### src/throttle_ramp_brake_command_top_macros.svh
// assertion macros used by the throttle ramp and brake command controller
`ifndef THROTTLE_RAMP_BRAKE_COMMAND_TOP_MACROS_SVH
`define THROTTLE_RAMP_BRAKE_COMMAND_TOP_MACROS_SVH

// same-cycle implication, checked outside reset
`define TRBC_ASSERT_IMPL(label, ante, cons, msg) \
  label: assert property (@(posedge clk) disable iff (!rst_n) (ante) |-> (cons)) \
    else $error(msg);

// next-cycle implication, checked outside reset
`define TRBC_ASSERT_NEXT(label, ante, cons, msg) \
  label: assert property (@(posedge clk) disable iff (!rst_n) (ante) |=> (cons)) \
    else $error(msg);

`endif

### src/trbc_pkg.sv
// shared types, constants and lookup functions of the throttle ramp and brake command block
`default_nettype none

package trbc_pkg;

  localparam int IN_TDATA_W  = 48;
  localparam int OUT_TDATA_W = 32;
  localparam int DIV_DW      = 32;
  localparam int DIV_VW      = 10;

  localparam logic [9:0]         DEAD_BAND     = 10'd70;
  localparam logic signed [23:0] REGEN_MIN     = 24'sd100;
  localparam logic signed [33:0] DECEL_STEP    = 34'sd1600;
  localparam logic [26:0]        K_Q16         = 27'd68440803;
  localparam logic [7:0]         WHEEL_MIN     = 8'd10;
  localparam logic [7:0]         WHEEL_DEFAULT = 8'd90;
  localparam logic [7:0]         POLE_RESET    = 8'd30;
  localparam logic [7:0]         WHEEL_RESET   = 8'd100;

  localparam logic [7:0] CFG_POLE_COUNT = 8'd0;
  localparam logic [7:0] CFG_WHEEL      = 8'd1;

  localparam logic KIND_SPEED   = 1'b0;
  localparam logic KIND_CURRENT = 1'b1;

  typedef enum logic [3:0] {
    ST_IDLE,
    ST_CHECK,
    ST_MUL,
    ST_DIV1_GO,
    ST_DIV1_WAIT,
    ST_MUL_THR,
    ST_DIV2_GO,
    ST_DIV2_WAIT,
    ST_RAMP,
    ST_SEND
  } trbc_state_t;

  typedef struct packed {
    logic in_ready;
    logic capture;
    logic mul_kp;
    logic mul_k;
    logic div_start;
    logic div_sel;
    logic load_limit;
    logic mul_thr;
    logic load_target;
    logic ramp;
    logic send;
  } trbc_cmd_t;

  typedef struct packed {
    logic skip;
    logic brake;
    logic div_busy;
    logic div_done;
    logic out_free;
  } trbc_status_t;

  // L1 -> 0, L2 -> 1, everything else -> L3
  function automatic logic [1:0] level_index(input logic [1:0] lvl);
    logic [1:0] li;
    case (lvl)
      2'd1:    li = 2'd0;
      2'd2:    li = 2'd1;
      default: li = 2'd2;
    endcase
    return li;
  endfunction

  function automatic logic [5:0] kmh_of(input logic open, input logic [1:0] li);
    logic [5:0] k;
    case (li)
      2'd0:    k = open ? 6'd7  : 6'd20;
      2'd1:    k = open ? 6'd15 : 6'd30;
      default: k = open ? 6'd25 : 6'd45;
    endcase
    return k;
  endfunction

  function automatic logic [9:0] full_of(input logic [1:0] li);
    logic [9:0] f;
    case (li)
      2'd0:    f = 10'd360;
      2'd1:    f = 10'd680;
      default: f = 10'd1000;
    endcase
    return f;
  endfunction

  function automatic logic [13:0] accel_step_of(input logic [2:0] acc);
    logic [13:0] s;
    case (acc)
      3'd0, 3'd1: s = 14'd200;
      3'd2:       s = 14'd400;
      3'd3:       s = 14'd800;
      3'd4:       s = 14'd1600;
      default:    s = 14'd10000;
    endcase
    return s;
  endfunction

  function automatic logic signed [7:0] brake_of(input logic [2:0] rec);
    logic signed [7:0] a;
    case (rec)
      3'd0:    a = 8'sd0;
      3'd1:    a = -8'sd10;
      3'd2:    a = -8'sd25;
      3'd3:    a = -8'sd50;
      3'd4:    a = -8'sd75;
      default: a = -8'sd100;
    endcase
    return a;
  endfunction

endpackage

`default_nettype wire

### src/trbc_div.sv
// restoring divider, one quotient bit per cycle
`default_nettype none

module trbc_div (
  input  wire logic                          clk,
  input  wire logic                          rst_n,
  input  wire logic                          start,
  input  wire logic [trbc_pkg::DIV_DW-1:0]   dividend,
  input  wire logic [trbc_pkg::DIV_VW-1:0]   divisor,
  output logic                               busy,
  output logic                               done,
  output logic [trbc_pkg::DIV_DW-1:0]        quotient
);

  localparam int DW = trbc_pkg::DIV_DW;
  localparam int VW = trbc_pkg::DIV_VW;
  localparam int CW = $clog2(DW);

  logic          busy_r, done_r;
  logic [CW-1:0] cnt_r;
  logic [VW-1:0] rem_r, dvs_r;
  logic [DW-1:0] quo_r;

  logic [VW:0]   trial;
  logic          fits;
  logic [VW-1:0] rem_nxt;

  assign trial   = {rem_r, quo_r[DW-1]};
  assign fits    = trial >= {1'b0, dvs_r};
  assign rem_nxt = fits ? VW'(trial - {1'b0, dvs_r}) : trial[VW-1:0];

  always_ff @(posedge clk) begin
    if (!rst_n) begin
      busy_r <= 1'b0;
      done_r <= 1'b0;
      cnt_r  <= '0;
    end else begin
      done_r <= 1'b0;
      if (start && !busy_r) begin
        busy_r <= 1'b1;
        cnt_r  <= '0;
      end else if (busy_r) begin
        cnt_r <= cnt_r + 1'b1;
        if (cnt_r == CW'(DW - 1)) begin
          busy_r <= 1'b0;
          done_r <= 1'b1;
        end
      end
    end
  end

  always_ff @(posedge clk) begin
    if (start && !busy_r) begin
      rem_r <= '0;
      dvs_r <= divisor;
      quo_r <= dividend;
    end else if (busy_r) begin
      rem_r <= rem_nxt;
      quo_r <= {quo_r[DW-2:0], fits};
    end
  end

  assign busy     = busy_r;
  assign done     = done_r;
  assign quotient = quo_r;

endmodule

`default_nettype wire

### src/trbc_dp.sv
// datapath: item capture, speed limit and target arithmetic, ramp, held command and result register
`default_nettype none

module trbc_dp (
  input  wire logic                              clk,
  input  wire logic                              rst_n,
  input  wire trbc_pkg::trbc_cmd_t               cmd,
  output trbc_pkg::trbc_status_t                 status,
  input  wire logic [trbc_pkg::IN_TDATA_W-1:0]   in_tdata,
  input  wire logic [7:0]                        pole_count,
  input  wire logic [7:0]                        wheel_tenth_inches,
  output logic                                   out_tvalid,
  input  wire logic                              out_tready,
  output logic [trbc_pkg::OUT_TDATA_W-1:0]       out_tdata,
  output logic                                   out_tuser
);

  // captured item
  logic [9:0]         thr_r;
  logic               brake_r;
  logic [1:0]         lvl_r;
  logic               open_r;
  logic [2:0]         acc_r;
  logic [2:0]         rec_r;
  logic               link_r;
  logic signed [23:0] meas_r;

  // arithmetic chain
  logic [13:0] mkp_r;
  logic [40:0] mk_r;
  logic [20:0] limit_r;
  logic [30:0] mthr_r;
  logic [30:0] target_r;
  logic signed [31:0] ramp_r;
  logic signed [31:0] held_r;

  // result register
  logic        out_valid_r;
  logic        out_kind_r;
  logic [23:0] out_erpm_r;
  logic [7:0]  out_amps_r;

  logic [1:0]  li;
  logic [7:0]  wheel_eff;
  logic [9:0]  thr_in;
  logic [9:0]  thr_nxt;

  logic [trbc_pkg::DIV_DW-1:0] div_dividend;
  logic [trbc_pkg::DIV_VW-1:0] div_divisor;
  logic [trbc_pkg::DIV_DW-1:0] div_quotient;
  logic                        div_busy, div_done;

  logic signed [33:0] tgt_s, held_s, up_s, dn_s, ramp_nxt;
  logic signed [7:0]  amps_nxt;

  assign li        = trbc_pkg::level_index(lvl_r);
  assign wheel_eff = (wheel_tenth_inches < trbc_pkg::WHEEL_MIN) ?
                     trbc_pkg::WHEEL_DEFAULT : wheel_tenth_inches;
  assign thr_in    = in_tdata[9:0];
  assign thr_nxt   = (thr_in < trbc_pkg::DEAD_BAND) ? 10'd0 : thr_in;

  always_ff @(posedge clk) begin
    if (cmd.capture) begin
      thr_r   <= thr_nxt;
      brake_r <= in_tdata[10];
      lvl_r   <= in_tdata[12:11];
      open_r  <= in_tdata[13];
      acc_r   <= in_tdata[16:14];
      rec_r   <= in_tdata[19:17];
      link_r  <= in_tdata[20];
      meas_r  <= signed'(in_tdata[44:21]);
    end
  end

  // two divisions share one unit: eRPM scale by wheel, then throttle scale by full travel
  assign div_dividend = cmd.div_sel ? {1'b0, mthr_r} : {7'b0, mk_r[40:16]};
  assign div_divisor  = cmd.div_sel ? trbc_pkg::full_of(li) : {2'b0, wheel_eff};

  trbc_div u_div (
    .clk      (clk),
    .rst_n    (rst_n),
    .start    (cmd.div_start),
    .dividend (div_dividend),
    .divisor  (div_divisor),
    .busy     (div_busy),
    .done     (div_done),
    .quotient (div_quotient)
  );

  always_ff @(posedge clk) begin
    if (cmd.mul_kp) begin
      mkp_r <= {8'b0, trbc_pkg::kmh_of(open_r, li)} * {6'b0, pole_count};
    end
    if (cmd.mul_k) begin
      mk_r <= {27'b0, mkp_r} * {14'b0, trbc_pkg::K_Q16};
    end
    if (cmd.load_limit) begin
      limit_r <= div_quotient[20:0];
    end
    if (cmd.mul_thr) begin
      mthr_r <= {21'b0, thr_r} * {10'b0, limit_r};
    end
    if (cmd.load_target) begin
      target_r <= div_quotient[30:0];
    end
    if (cmd.ramp) begin
      ramp_r <= ramp_nxt[31:0];
    end
  end

  // ramp toward target, zero throttle drops a positive command at once
  always_comb begin
    tgt_s  = signed'({3'b000, target_r});
    held_s = signed'({{2{held_r[31]}}, held_r});
    up_s   = held_s + signed'({20'b0, trbc_pkg::accel_step_of(acc_r)});
    dn_s   = held_s - trbc_pkg::DECEL_STEP;
    if (tgt_s > held_s) begin
      ramp_nxt = (up_s > tgt_s) ? tgt_s : up_s;
    end else if (tgt_s < held_s) begin
      ramp_nxt = (dn_s < tgt_s) ? tgt_s : dn_s;
    end else begin
      ramp_nxt = held_s;
    end
    if ((thr_r == 10'd0) && (ramp_nxt > 34'sd0)) begin
      ramp_nxt = '0;
    end
  end

  // regen held at zero while slow
  assign amps_nxt = (meas_r > trbc_pkg::REGEN_MIN) ? trbc_pkg::brake_of(rec_r) : 8'sd0;

  always_ff @(posedge clk) begin
    if (!rst_n) begin
      held_r      <= '0;
      out_valid_r <= 1'b0;
    end else if (cmd.send) begin
      held_r      <= brake_r ? signed'({{8{meas_r[23]}}, meas_r}) : ramp_r;
      out_valid_r <= 1'b1;
    end else if (out_tready) begin
      out_valid_r <= 1'b0;
    end
  end

  always_ff @(posedge clk) begin
    if (cmd.send) begin
      out_kind_r <= brake_r ? trbc_pkg::KIND_CURRENT : trbc_pkg::KIND_SPEED;
      out_erpm_r <= brake_r ? 24'd0 : ramp_r[23:0];
      out_amps_r <= brake_r ? amps_nxt : 8'd0;
    end
  end

  assign status.skip     = !link_r || (pole_count == 8'd0);
  assign status.brake    = brake_r;
  assign status.div_busy = div_busy;
  assign status.div_done = div_done;
  assign status.out_free = !out_valid_r || out_tready;

  assign out_tvalid = out_valid_r;
  assign out_tdata  = {out_amps_r, out_erpm_r};
  assign out_tuser  = out_kind_r;

endmodule

`default_nettype wire

### src/trbc_ctrl.sv
// controller state machine sequencing one command tick through the datapath
`default_nettype none

`include "throttle_ramp_brake_command_top_macros.svh"

module trbc_ctrl (
  input  wire logic                    clk,
  input  wire logic                    rst_n,
  input  wire logic                    in_valid,
  input  wire trbc_pkg::trbc_status_t  status,
  output trbc_pkg::trbc_cmd_t          cmd
);

  trbc_pkg::trbc_state_t st_r, st_nxt;

  always_ff @(posedge clk) begin
    if (!rst_n) begin
      st_r <= trbc_pkg::ST_IDLE;
    end else begin
      st_r <= st_nxt;
    end
  end

  always_comb begin
    st_nxt = st_r;
    case (st_r)
      trbc_pkg::ST_IDLE: begin
        if (in_valid) st_nxt = trbc_pkg::ST_CHECK;
      end
      trbc_pkg::ST_CHECK: begin
        if (status.skip)       st_nxt = trbc_pkg::ST_IDLE;
        else if (status.brake) st_nxt = trbc_pkg::ST_SEND;
        else                   st_nxt = trbc_pkg::ST_MUL;
      end
      trbc_pkg::ST_MUL:       st_nxt = trbc_pkg::ST_DIV1_GO;
      trbc_pkg::ST_DIV1_GO:   st_nxt = trbc_pkg::ST_DIV1_WAIT;
      trbc_pkg::ST_DIV1_WAIT: begin
        if (status.div_done) st_nxt = trbc_pkg::ST_MUL_THR;
      end
      trbc_pkg::ST_MUL_THR:   st_nxt = trbc_pkg::ST_DIV2_GO;
      trbc_pkg::ST_DIV2_GO:   st_nxt = trbc_pkg::ST_DIV2_WAIT;
      trbc_pkg::ST_DIV2_WAIT: begin
        if (status.div_done) st_nxt = trbc_pkg::ST_RAMP;
      end
      trbc_pkg::ST_RAMP:      st_nxt = trbc_pkg::ST_SEND;
      trbc_pkg::ST_SEND: begin
        if (status.out_free) st_nxt = trbc_pkg::ST_IDLE;
      end
      default:                st_nxt = trbc_pkg::ST_IDLE;
    endcase
  end

  always_comb begin
    cmd = '0;
    case (st_r)
      trbc_pkg::ST_IDLE: begin
        cmd.in_ready = 1'b1;
        cmd.capture  = in_valid;
      end
      trbc_pkg::ST_CHECK:     cmd.mul_kp = 1'b1;
      trbc_pkg::ST_MUL:       cmd.mul_k = 1'b1;
      trbc_pkg::ST_DIV1_GO:   cmd.div_start = 1'b1;
      trbc_pkg::ST_DIV1_WAIT: cmd.load_limit = status.div_done;
      trbc_pkg::ST_MUL_THR:   cmd.mul_thr = 1'b1;
      trbc_pkg::ST_DIV2_GO: begin
        cmd.div_start = 1'b1;
        cmd.div_sel   = 1'b1;
      end
      trbc_pkg::ST_DIV2_WAIT: begin
        cmd.div_sel     = 1'b1;
        cmd.load_target = status.div_done;
      end
      trbc_pkg::ST_RAMP:      cmd.ramp = 1'b1;
      trbc_pkg::ST_SEND:      cmd.send = status.out_free;
      default:                cmd = '0;
    endcase
  end

  `TRBC_ASSERT_IMPL(a_div_start_idle, cmd.div_start, !status.div_busy, "divider restarted while busy")
  `TRBC_ASSERT_IMPL(a_send_free, cmd.send, status.out_free, "result loaded over an untaken result")
  `TRBC_ASSERT_NEXT(a_accept_check, cmd.capture, st_r == trbc_pkg::ST_CHECK, "accepted item not checked")
  `TRBC_ASSERT_IMPL(a_done_waiting, status.div_done, st_r == trbc_pkg::ST_DIV1_WAIT || st_r == trbc_pkg::ST_DIV2_WAIT, "quotient ready outside a wait state")

endmodule

`default_nettype wire

### src/throttle_ramp_brake_command_top.sv
// top level of the throttle ramp and brake command block
`default_nettype none

// One input transfer is one motor-command tick. When the link is down or the
// pole count is zero, the tick produces no result and the held command stays.
// With the brake pulled the block sends a current command (tuser = 1) with the
// regen current in 0.1 A units, zero while measured eRPM is at or below 100,
// and the held command takes the measured eRPM. Otherwise the throttle (below
// 70 counts as zero) is scaled onto the level's speed limit in eRPM, the held
// command ramps toward that target, and the low 24 bits go out as a speed
// command (tuser = 0). A speed tick runs two 32-step divisions in the one
// shared restoring divider. A brake tick goes from the check step straight
// to the send step, and a dropped tick from the check step back to idle. The
// block takes a new tick while the last result still waits on out_tready;
// that tick then stalls only at its own send step.
// Neither channel is ready while reset is held. Configuration writes are
// otherwise always ready and belong between ticks.

module throttle_ramp_brake_command_top (
  input  wire logic                              clk,
  input  wire logic                              rst_n,
  // input channel
  input  wire logic                              in_tvalid,
  output logic                                   in_tready,
  // [9:0] throttle, [10] brake_on, [12:11] speed_level, [13] profile_open,
  // [16:14] accel_level, [19:17] recup_level, [20] link_up,
  // [44:21] measured_erpm, [47:45] zero
  input  wire logic [trbc_pkg::IN_TDATA_W-1:0]   in_tdata,
  // result channel
  output logic                                   out_tvalid,
  input  wire logic                              out_tready,
  // [23:0] erpm_command, [31:24] brake_deciamps
  output logic [trbc_pkg::OUT_TDATA_W-1:0]       out_tdata,
  // [0] command_kind
  output logic                                   out_tuser,
  // configuration write channel
  input  wire logic                              cfg_valid,
  output logic                                   cfg_ready,
  input  wire logic [7:0]                        cfg_index,
  input  wire logic [7:0]                        cfg_data
);

  trbc_pkg::trbc_cmd_t    cmd;
  trbc_pkg::trbc_status_t status;

  // configuration registers
  logic [7:0] pole_r;
  logic [7:0] wheel_r;

  assign cfg_ready = rst_n;

  // writes to indexes outside the register list are dropped
  always_ff @(posedge clk) begin
    if (!rst_n) begin
      pole_r  <= trbc_pkg::POLE_RESET;
      wheel_r <= trbc_pkg::WHEEL_RESET;
    end else if (cfg_valid && cfg_ready) begin
      case (cfg_index)
        trbc_pkg::CFG_POLE_COUNT: pole_r  <= cfg_data;
        trbc_pkg::CFG_WHEEL:      wheel_r <= cfg_data;
        default: ;
      endcase
    end
  end

  // sequencing
  trbc_ctrl u_ctrl (
    .clk      (clk),
    .rst_n    (rst_n),
    .in_valid (in_tvalid),
    .status   (status),
    .cmd      (cmd)
  );

  // arithmetic, held command and result register
  trbc_dp u_dp (
    .clk                (clk),
    .rst_n              (rst_n),
    .cmd                (cmd),
    .status             (status),
    .in_tdata           (in_tdata),
    .pole_count         (pole_r),
    .wheel_tenth_inches (wheel_r),
    .out_tvalid         (out_tvalid),
    .out_tready         (out_tready),
    .out_tdata          (out_tdata),
    .out_tuser          (out_tuser)
  );

  // no transfer is taken while reset is held
  assign in_tready = cmd.in_ready && rst_n;

endmodule

`default_nettype wire

### config.mk
export PLATFORM = sky130hd
export DESIGN_NAME = throttle_ramp_brake_command_top
export DESIGN_NICKNAME = d
export VERILOG_FILES = /design/src/trbc_pkg.sv /design/src/trbc_div.sv /design/src/trbc_dp.sv /design/src/trbc_ctrl.sv /design/src/throttle_ramp_brake_command_top.sv
export VERILOG_INCLUDE_DIRS = /design/src /design/src/src
export SDC_FILE = /design/constraint.sdc
export NUM_CORES = 2
export LEC_CHECK = 0
export BUFFER_PORTS_ARGS = -buffer_cell sky130_fd_sc_hd__buf_2
export CORE_ASPECT_RATIO = 0.7
export CORE_UTILIZATION = 45
export DETAILED_ROUTE_END_ITERATION = 10
export PLACE_DENSITY = 0.57
export SLEW_MARGIN = 20
export SYNTH_ARGS = -nofsm -noshare
export SYNTH_HDL_FRONTEND = slang
export SYNTH_SLANG_ARGS = --single-unit
### constraint.sdc
create_clock -name clk -period 7.5 [get_ports clk]
set_input_delay 1.5 -clock clk [delete_from_list [all_inputs] [get_ports clk]]
set_output_delay 1.5 -clock clk [all_outputs]
set_load 0.01 [all_outputs]
== Word-level counts from Yosys, hierarchy flattened ==
Index checks and enable logic that the tools add are counted.
Word-level totals
  bits in registers: 360
  input port bits: 69
  output and inout port bits: 36
  word-level logic and storage cells: 144
Cells by class
  add/subtract/negate cells: 4
  multipliers: 3
  order comparisons: 9
  equality and inequality tests: 26
  mux-type cells: 44
  bitwise gates (word level): 2
  reduce and logical (&&, ||, !) cells: 27
Operator list (count)
  34-bit two-way mux: 4
  32-bit two-way mux: 3
  14-bit case mux with 4 select lines: 1
  14-bit by 27-bit multiplier with 41-bit output, second input constant: 1
  4-bit case mux with 10 select lines: 1
  8-bit case mux with 5 select lines: 1
  34-bit by 1-bit greater-than comparator with 1-bit output, second input constant: 1
  34-bit by 32-bit greater-than comparator with 1-bit output: 1
  34-bit by 32-bit less-than comparator with 1-bit output: 1
  32-bit by 15-bit adder with 33-bit output: 1
  32-bit by 12-bit subtractor with 33-bit output, second input constant: 1
  32-bit greater-than comparator: 1
  32-bit less-than comparator: 1
  10-bit by 21-bit multiplier with 31-bit output: 1
  31-bit two-way mux: 1
  24-bit by 8-bit greater-than comparator with 1-bit output, second input constant: 1
  4-bit two-way mux: 6
  10-bit case mux with 2 select lines: 1
  4-bit by 3-bit equality test with 1-bit output, second input constant: 4
  8-bit zero test: 2
  1-bit two-way mux: 16
  8-bit two-way mux: 2
  6-bit by 8-bit multiplier with 14-bit output: 1
  3-bit by 2-bit equality test with 1-bit output, second input constant: 4
  35 further kinds: 58

== Logic depth before layout (Yosys ltp) ==
  depth after elaboration: 9
  depth in mapped cells: 25
  gate-level depth less buffers: 24

== Modules after synthesis ==
From an unflattened synthesis, not the netlist that was laid out.
Unflattened totals
  cell total of the unflattened synthesis: 2925
  area total of the unflattened synthesis: 30292.8 um^2
By module, submodules not included
  trbc_dp: instances 1, cells each 2562, area an instance 26284.0 um^2, seq. area each 7567.3 um^2
  trbc_div: instances 1, cells each 234, area an instance 2904.0 um^2, seq. area each 1601.5 um^2
  throttle_ramp_brake_command_top: instances 1, cells each 74, area an instance 714.4 um^2, seq. area each 320.3 um^2
  trbc_ctrl: instances 1, cells each 55, area an instance 390.4 um^2, seq. area each 80.1 um^2

== Worst setup path before layout ==
Ideal clock, no wire load.
  path type: register to register
  start: reg u_dp.mkp_r[12]
  end: reg u_dp.mk_r[38], data pin
  library setup time: 0.269 ns
  arrival time: 5.723 ns
  data required time: 7.231 ns
  setup slack: 1.508 ns
  cell stages (with the launch flop): 21
  buffers on the path: 0
  clock period less this slack: 5.992 ns
  cell sequence: edfxtp_1 > fa_1 > inv_1 > fa_1 > fa_1 > inv_1 > fa_1 > fa_1 > fa_1 > ha_1 > a21oi_1 > o21ai_0 > a21oi_1 > nor2b_1 > a211o_1 > a31oi_1 > a21oi_1 > a41o_1 > a41oi_1 > and2_1 > xnor2_1
On the way
  word-level cells in the longest chain between the ends: 1
Ends and longest elaborated chain
  start, declared: RTL line trbc_dp.sv:29  | logic [13:0] mkp_r;
  start signal, assigned: RTL line trbc_dp.sv:92  | mkp_r <= {8'b0, trbc_pkg::kmh_of(open_r, li)} * {6'b0, pole_count};
  14-bit by 27-bit multiplier with 41-bit output: RTL line trbc_dp.sv:95  | mk_r <= {27'b0, mkp_r} * {14'b0, trbc_pkg::K_Q16};
  end signal, assigned: RTL line trbc_dp.sv:95
  end, declared: RTL line trbc_dp.sv:30  | logic [40:0] mk_r;
Every way passes these cells.
A chain may end at the register's enable or synchronous reset.

== Worst setup path in the final report ==
  start: reg u_dp.thr_r[3]
  end: reg u_dp.mthr_r[28], data pin
On the way
  word-level cells in the longest chain between the ends: 1
Ends and longest elaborated chain
  start, declared: RTL line trbc_dp.sv:19  | logic [9:0] thr_r;
  start signal, assigned: RTL line trbc_dp.sv:64  | thr_r <= thr_nxt;
  10-bit by 21-bit multiplier with 31-bit output: RTL line trbc_dp.sv:101  | mthr_r <= {21'b0, thr_r} * {10'b0, limit_r};
  end signal, assigned: RTL line trbc_dp.sv:101
  end, declared: RTL line trbc_dp.sv:32  | logic [30:0] mthr_r;
Every way passes these cells.

==> Flow_metrics.wiki <==
{| class="wikitable"
! Metric !! Value
|-
| Crit. End Element || register
|-
| Required time at the endpoint of the critical path || 7800 ps
|-
| Final estimated routing congestion in global placement || 0.919
|-
| Setup repair after global routing missed its margin || no
|-
| Via count of the first global-routing pass || 21800
|-
| Final HPWL from detailed placement || 58100 um
|-
| Post-Syn Nets || 3605
|-
| Cell types occupying the most area after synthesis || edfxtp_1, fa_1, ha_1
|-
| Classification of the worst-slack hold path || reg -> reg
|-
| Full die area || 0.0669 sq mm
|-
| Total of flip-flops plus latches after synthesis || 342
|-
| Hold Fails Final Rpt || 0
|-
| CP startpoint kind || register
|-
| Slew @ Worst Pin || 1100 ps
|-
| Dominant cell type by area after synthesis || edfxtp_1
|-
| Count of maximum capacitance violations || 0
|-
| Delay of the slowest critical-path stage || 960 ps
|-
| Syn Inst Count || 2926
|-
| Skew-Pair Late Insertion Delay || 580 ps
|-
| Run status || completed
|-
| Number of nets with antenna violations after detailed routing || 0
|-
| Die height || 217 um
|-
| Number of levels the H-tree was split into || 2
|-
| Critical Path Slowest Stage Cell || edfxtp_1
|-
| First-pass GRT wire length || 121000 um
|-
| Max Buffers Root-to-Sink || 3
|-
| Cell Area, Synth || 0.0296 sq mm
|-
| Clock sink count || 342
|-
| # Post-CTS Setup Buffers || 0
|-
| Number of vias after detailed routing || 21300
|-
| Detail-routed net length per standard cell || 19.5 um
|-
| Final Cycle Share || 90.0%
|-
| Cell seen most often among critical-path stages || fa_1
|-
| Final max-slew violation count || 0
|-
| Antenna violations before repair || 1
|-
| Final-report setup violation count || 0
|-
| Crit-path max FO || 22
|-
| Worst clock skew on the final layout || 32.0 ps
|-
| Final net count || 3651
|-
| Synth-to-layout area growth || 9.01%
|-
| Clock transition at the register clock pins on the worst setup and hold paths after CTS || 60 ps
|-
| Cts repair resizes || 0
|-
| Proportion of synthesized chip area in sequential cells || 32.3%
|-
| Area used by multi-input combinational logic || 0.0182 sq mm
|-
| Ports || 105
|-
| Most common cell in the synthesized netlist || inv_1
|-
| TritonCTS clock tree || built
|-
| Crit path arrival time || 7050 ps
|-
| Summed negative setup slack over all endpoints || 0 ps
|-
| Remaining Overflow, GRT || 0
|-
| DR pass1 iterations || 5
|-
| Initial Utilization || 45.7%
|-
| Port Buffers || 101
|-
| Area inside the core boundary || 0.0649 sq mm
|-
| Worst Setup Path Type || reg -> reg
|-
| Top cell types by occurrence after synthesis || inv_1, ha_1, nand2_1, edfxtp_1, fa_1
|-
| Area share of the leading cell type in the synthesized netlist || 27.6%
|-
| Syn Area/Cell || 10.1 sq um
|-
| Drt first-iter violations || 1678
|-
| Filler cell count in the final layout || 6015
|-
| TritonCTS buffer count || 39
|-
| Hold bufs inserted after CTS || 0
|-
| Fraction of final layout cells with drive strength greater than 1 || 7.83%
|-
| Chip Width || 309 um
|-
| Total detailed-routing wirelength || 75600 um
|-
| Combined flip-flop and latch cell area || 0.00957 sq mm
|-
| Final period demand of the worst path || 6750 ps
|-
| Max frequency || 0.148 GHz
|-
| Count of unresolved DRC violations after routing || 0
|-
| Buf+Inv Stages, Crit Path || 2
|-
| Synth Flop Type || edfxtp_1
|-
| Number of warnings reported in the yosys synthesis log || 0
|-
| Number of synthesized flops with an enable pin || 272
|-
| Largest delay contributor family on the critical path || adder cells
|-
| Fraction of synthesis flops using an asynchronous set or reset pin || 0%
|-
| Cell variety after synth || 85
|-
| Cell at the root of the clock tree || clkbuf_16
|-
| Maximum number of pins on one net before global-route repair || 96
|-
| Global router's overall resource usage || 23.3%
|-
| Via-to-Cell Ratio || 5.49
|-
| Critical path, cell by cell || nand2_1, fa_1, inv_1, fa_1, fa_1, fa_1, fa_1, ha_1, nand3_1, or4b_2, a31oi_1, a41oi_1, inv_1, a211o_1, a31oi_1, o21bai_1, a21oi_1, xnor2_1
|-
| # rows || 78
|-
| Headroom to the max-slew limit || 26.5%
|}
through the flow:
| stage | std cells | hold WS, ps | setup WS [ps] | util (%) | area, sq um |
|---|---|---|---|---|---|
| 6_report | 3882 | 452 | 747 | 49.8 | 32300 |
| 5_1_grt | 3881 | 455 | 343 | 49.8 | 32300 |
| 4_1_cts | 3881 | 451 | 750 | 49.8 | 32300 |
| 3_5_place_dp | 3811 | 446 | 801 | 47.8 | 31000 |
| 3_3_place_gp | 3811 | 440 | 823 | 47.8 | 31000 |
| 2_1_floorplan | 2926 | 417 | 1510 | - | 29600 |
kinds of logic after synthesis:
kind of cell	Yosys count	share of synthesized area [%]
AND/OR/NAND/NOR	898	14.8
adder cells (fa/ha/maj)	610	32.3
buffers and inverters	503	6.55
AO/OA/AOI/OAI	444	10.2
flip-flops	342	32.3
XOR/XNOR	109	3.22
multiplexers	20	0.705
cell usage in the layout, fill, tap and decap left out, types with 8 or more instances in the layout:
cell	netlist	final
a311oi_1	8	8
dfxtp_1	70	70
mux2i_1	13	13
nor2_1	179	178
nor3_1	43	38
a221oi_1	8	8
xnor2_1	87	87
fa_1	258	258
xor2_1	22	22
nand2_1	312	312
a31oi_1	48	48
a22o_1	9	9
a211o_1	12	12
nor4_1	16	16
a21oi_1	133	133
and3_1	10	9
a21o_1	35	35
and2_1	121	120
nor2b_1	54	53
o21a_1	15	15
o21bai_1	11	11
edfxtp_1	272	272
buf_2	9	101
a211oi_1	24	24
clkbuf_16	0	40
nand4_1	34	34
o21ai_0	55	55
buf_4	5	30
ha_1	352	352
inv_1	374	373
o211a_1	32	32
nand2b_1	40	40
nand3_1	48	48
worst register-to-register path, cell delays in order, from the launching register on:
cell and delay, ps:
edfxtp_1 960, nand2_1 230, fa_1 580, inv_1 50, fa_1 520, fa_1 440, fa_1 530, fa_1 500
ha_1 350, nand3_1 180, or4b_2 730, a31oi_1 330, a41oi_1 250, inv_1 170, a211o_1 180, a31oi_1 130
o21bai_1 140, a21oi_1 90, xnor2_1 130
cell type report:
type / count / share of cell area (%)
antenna: 1 / 0.00775
timing repair buffer: 131 / 2.26
sequential: 342 / 29.6
multi-input combinational: 2081 / 56.3
clock inverter: 22 / 0.775
clock buffer: 48 / 3.28
tap: 880 / 3.41
inverter: 377 / 4.38
metal layers:
metal / share of wire [%] / track usage, % / vias to the layer above
li1: - / - / 10000
met1: 50 / 35.9 / 10600
met2: 42 / 34.2 / 612
met3: 6.2 / 3.35 / 81
met4: 1.7 / 5.16 / 0
met5: 0 / 0 / -
registers in the layout, indices dropped and copies added, names as in the netlist, 4 cells and up:
| signal | flops |
|---|---|
| u_dp.u_div.dvs_r | 10 |
| pole_r | 8 |
| u_dp.mthr_r | 31 |
| u_dp.mkp_r | 14 |
| u_dp.mk_r | 25 |
| u_dp.meas_r | 24 |
| u_dp.target_r | 31 |
| u_dp.u_div.rem_r | 10 |
| u_dp.out_erpm_r | 24 |
| u_dp.u_div.cnt_r | 5 |
| wheel_r | 8 |
| u_dp.held_r | 32 |
| u_ctrl.st_r | 4 |
| u_dp.out_amps_r | 6 |
| u_dp.thr_r | 10 |
| u_dp.limit_r | 21 |
| u_dp.ramp_r | 32 |
| u_dp.u_div.quotient | 32 |
final timing paths:
path	from	end	slack (ps)	depth (start not counted)
worst min-delay path	u_dp.u_div.quotient[25]	u_dp.target_r[25]	450	0
worst max-delay path	u_dp.thr_r[3]	u_dp.mthr_r[28]	750	18
worst max register to register	u_dp.thr_r[3]	u_dp.mthr_r[28]	750	18
worst min register to register	u_dp.u_div.quotient[25]	u_dp.target_r[25]	450	0
Power is left out: the tool's default activity adds up to more than one toggle a clock period on the data nets, which glitch-free logic cannot reach.
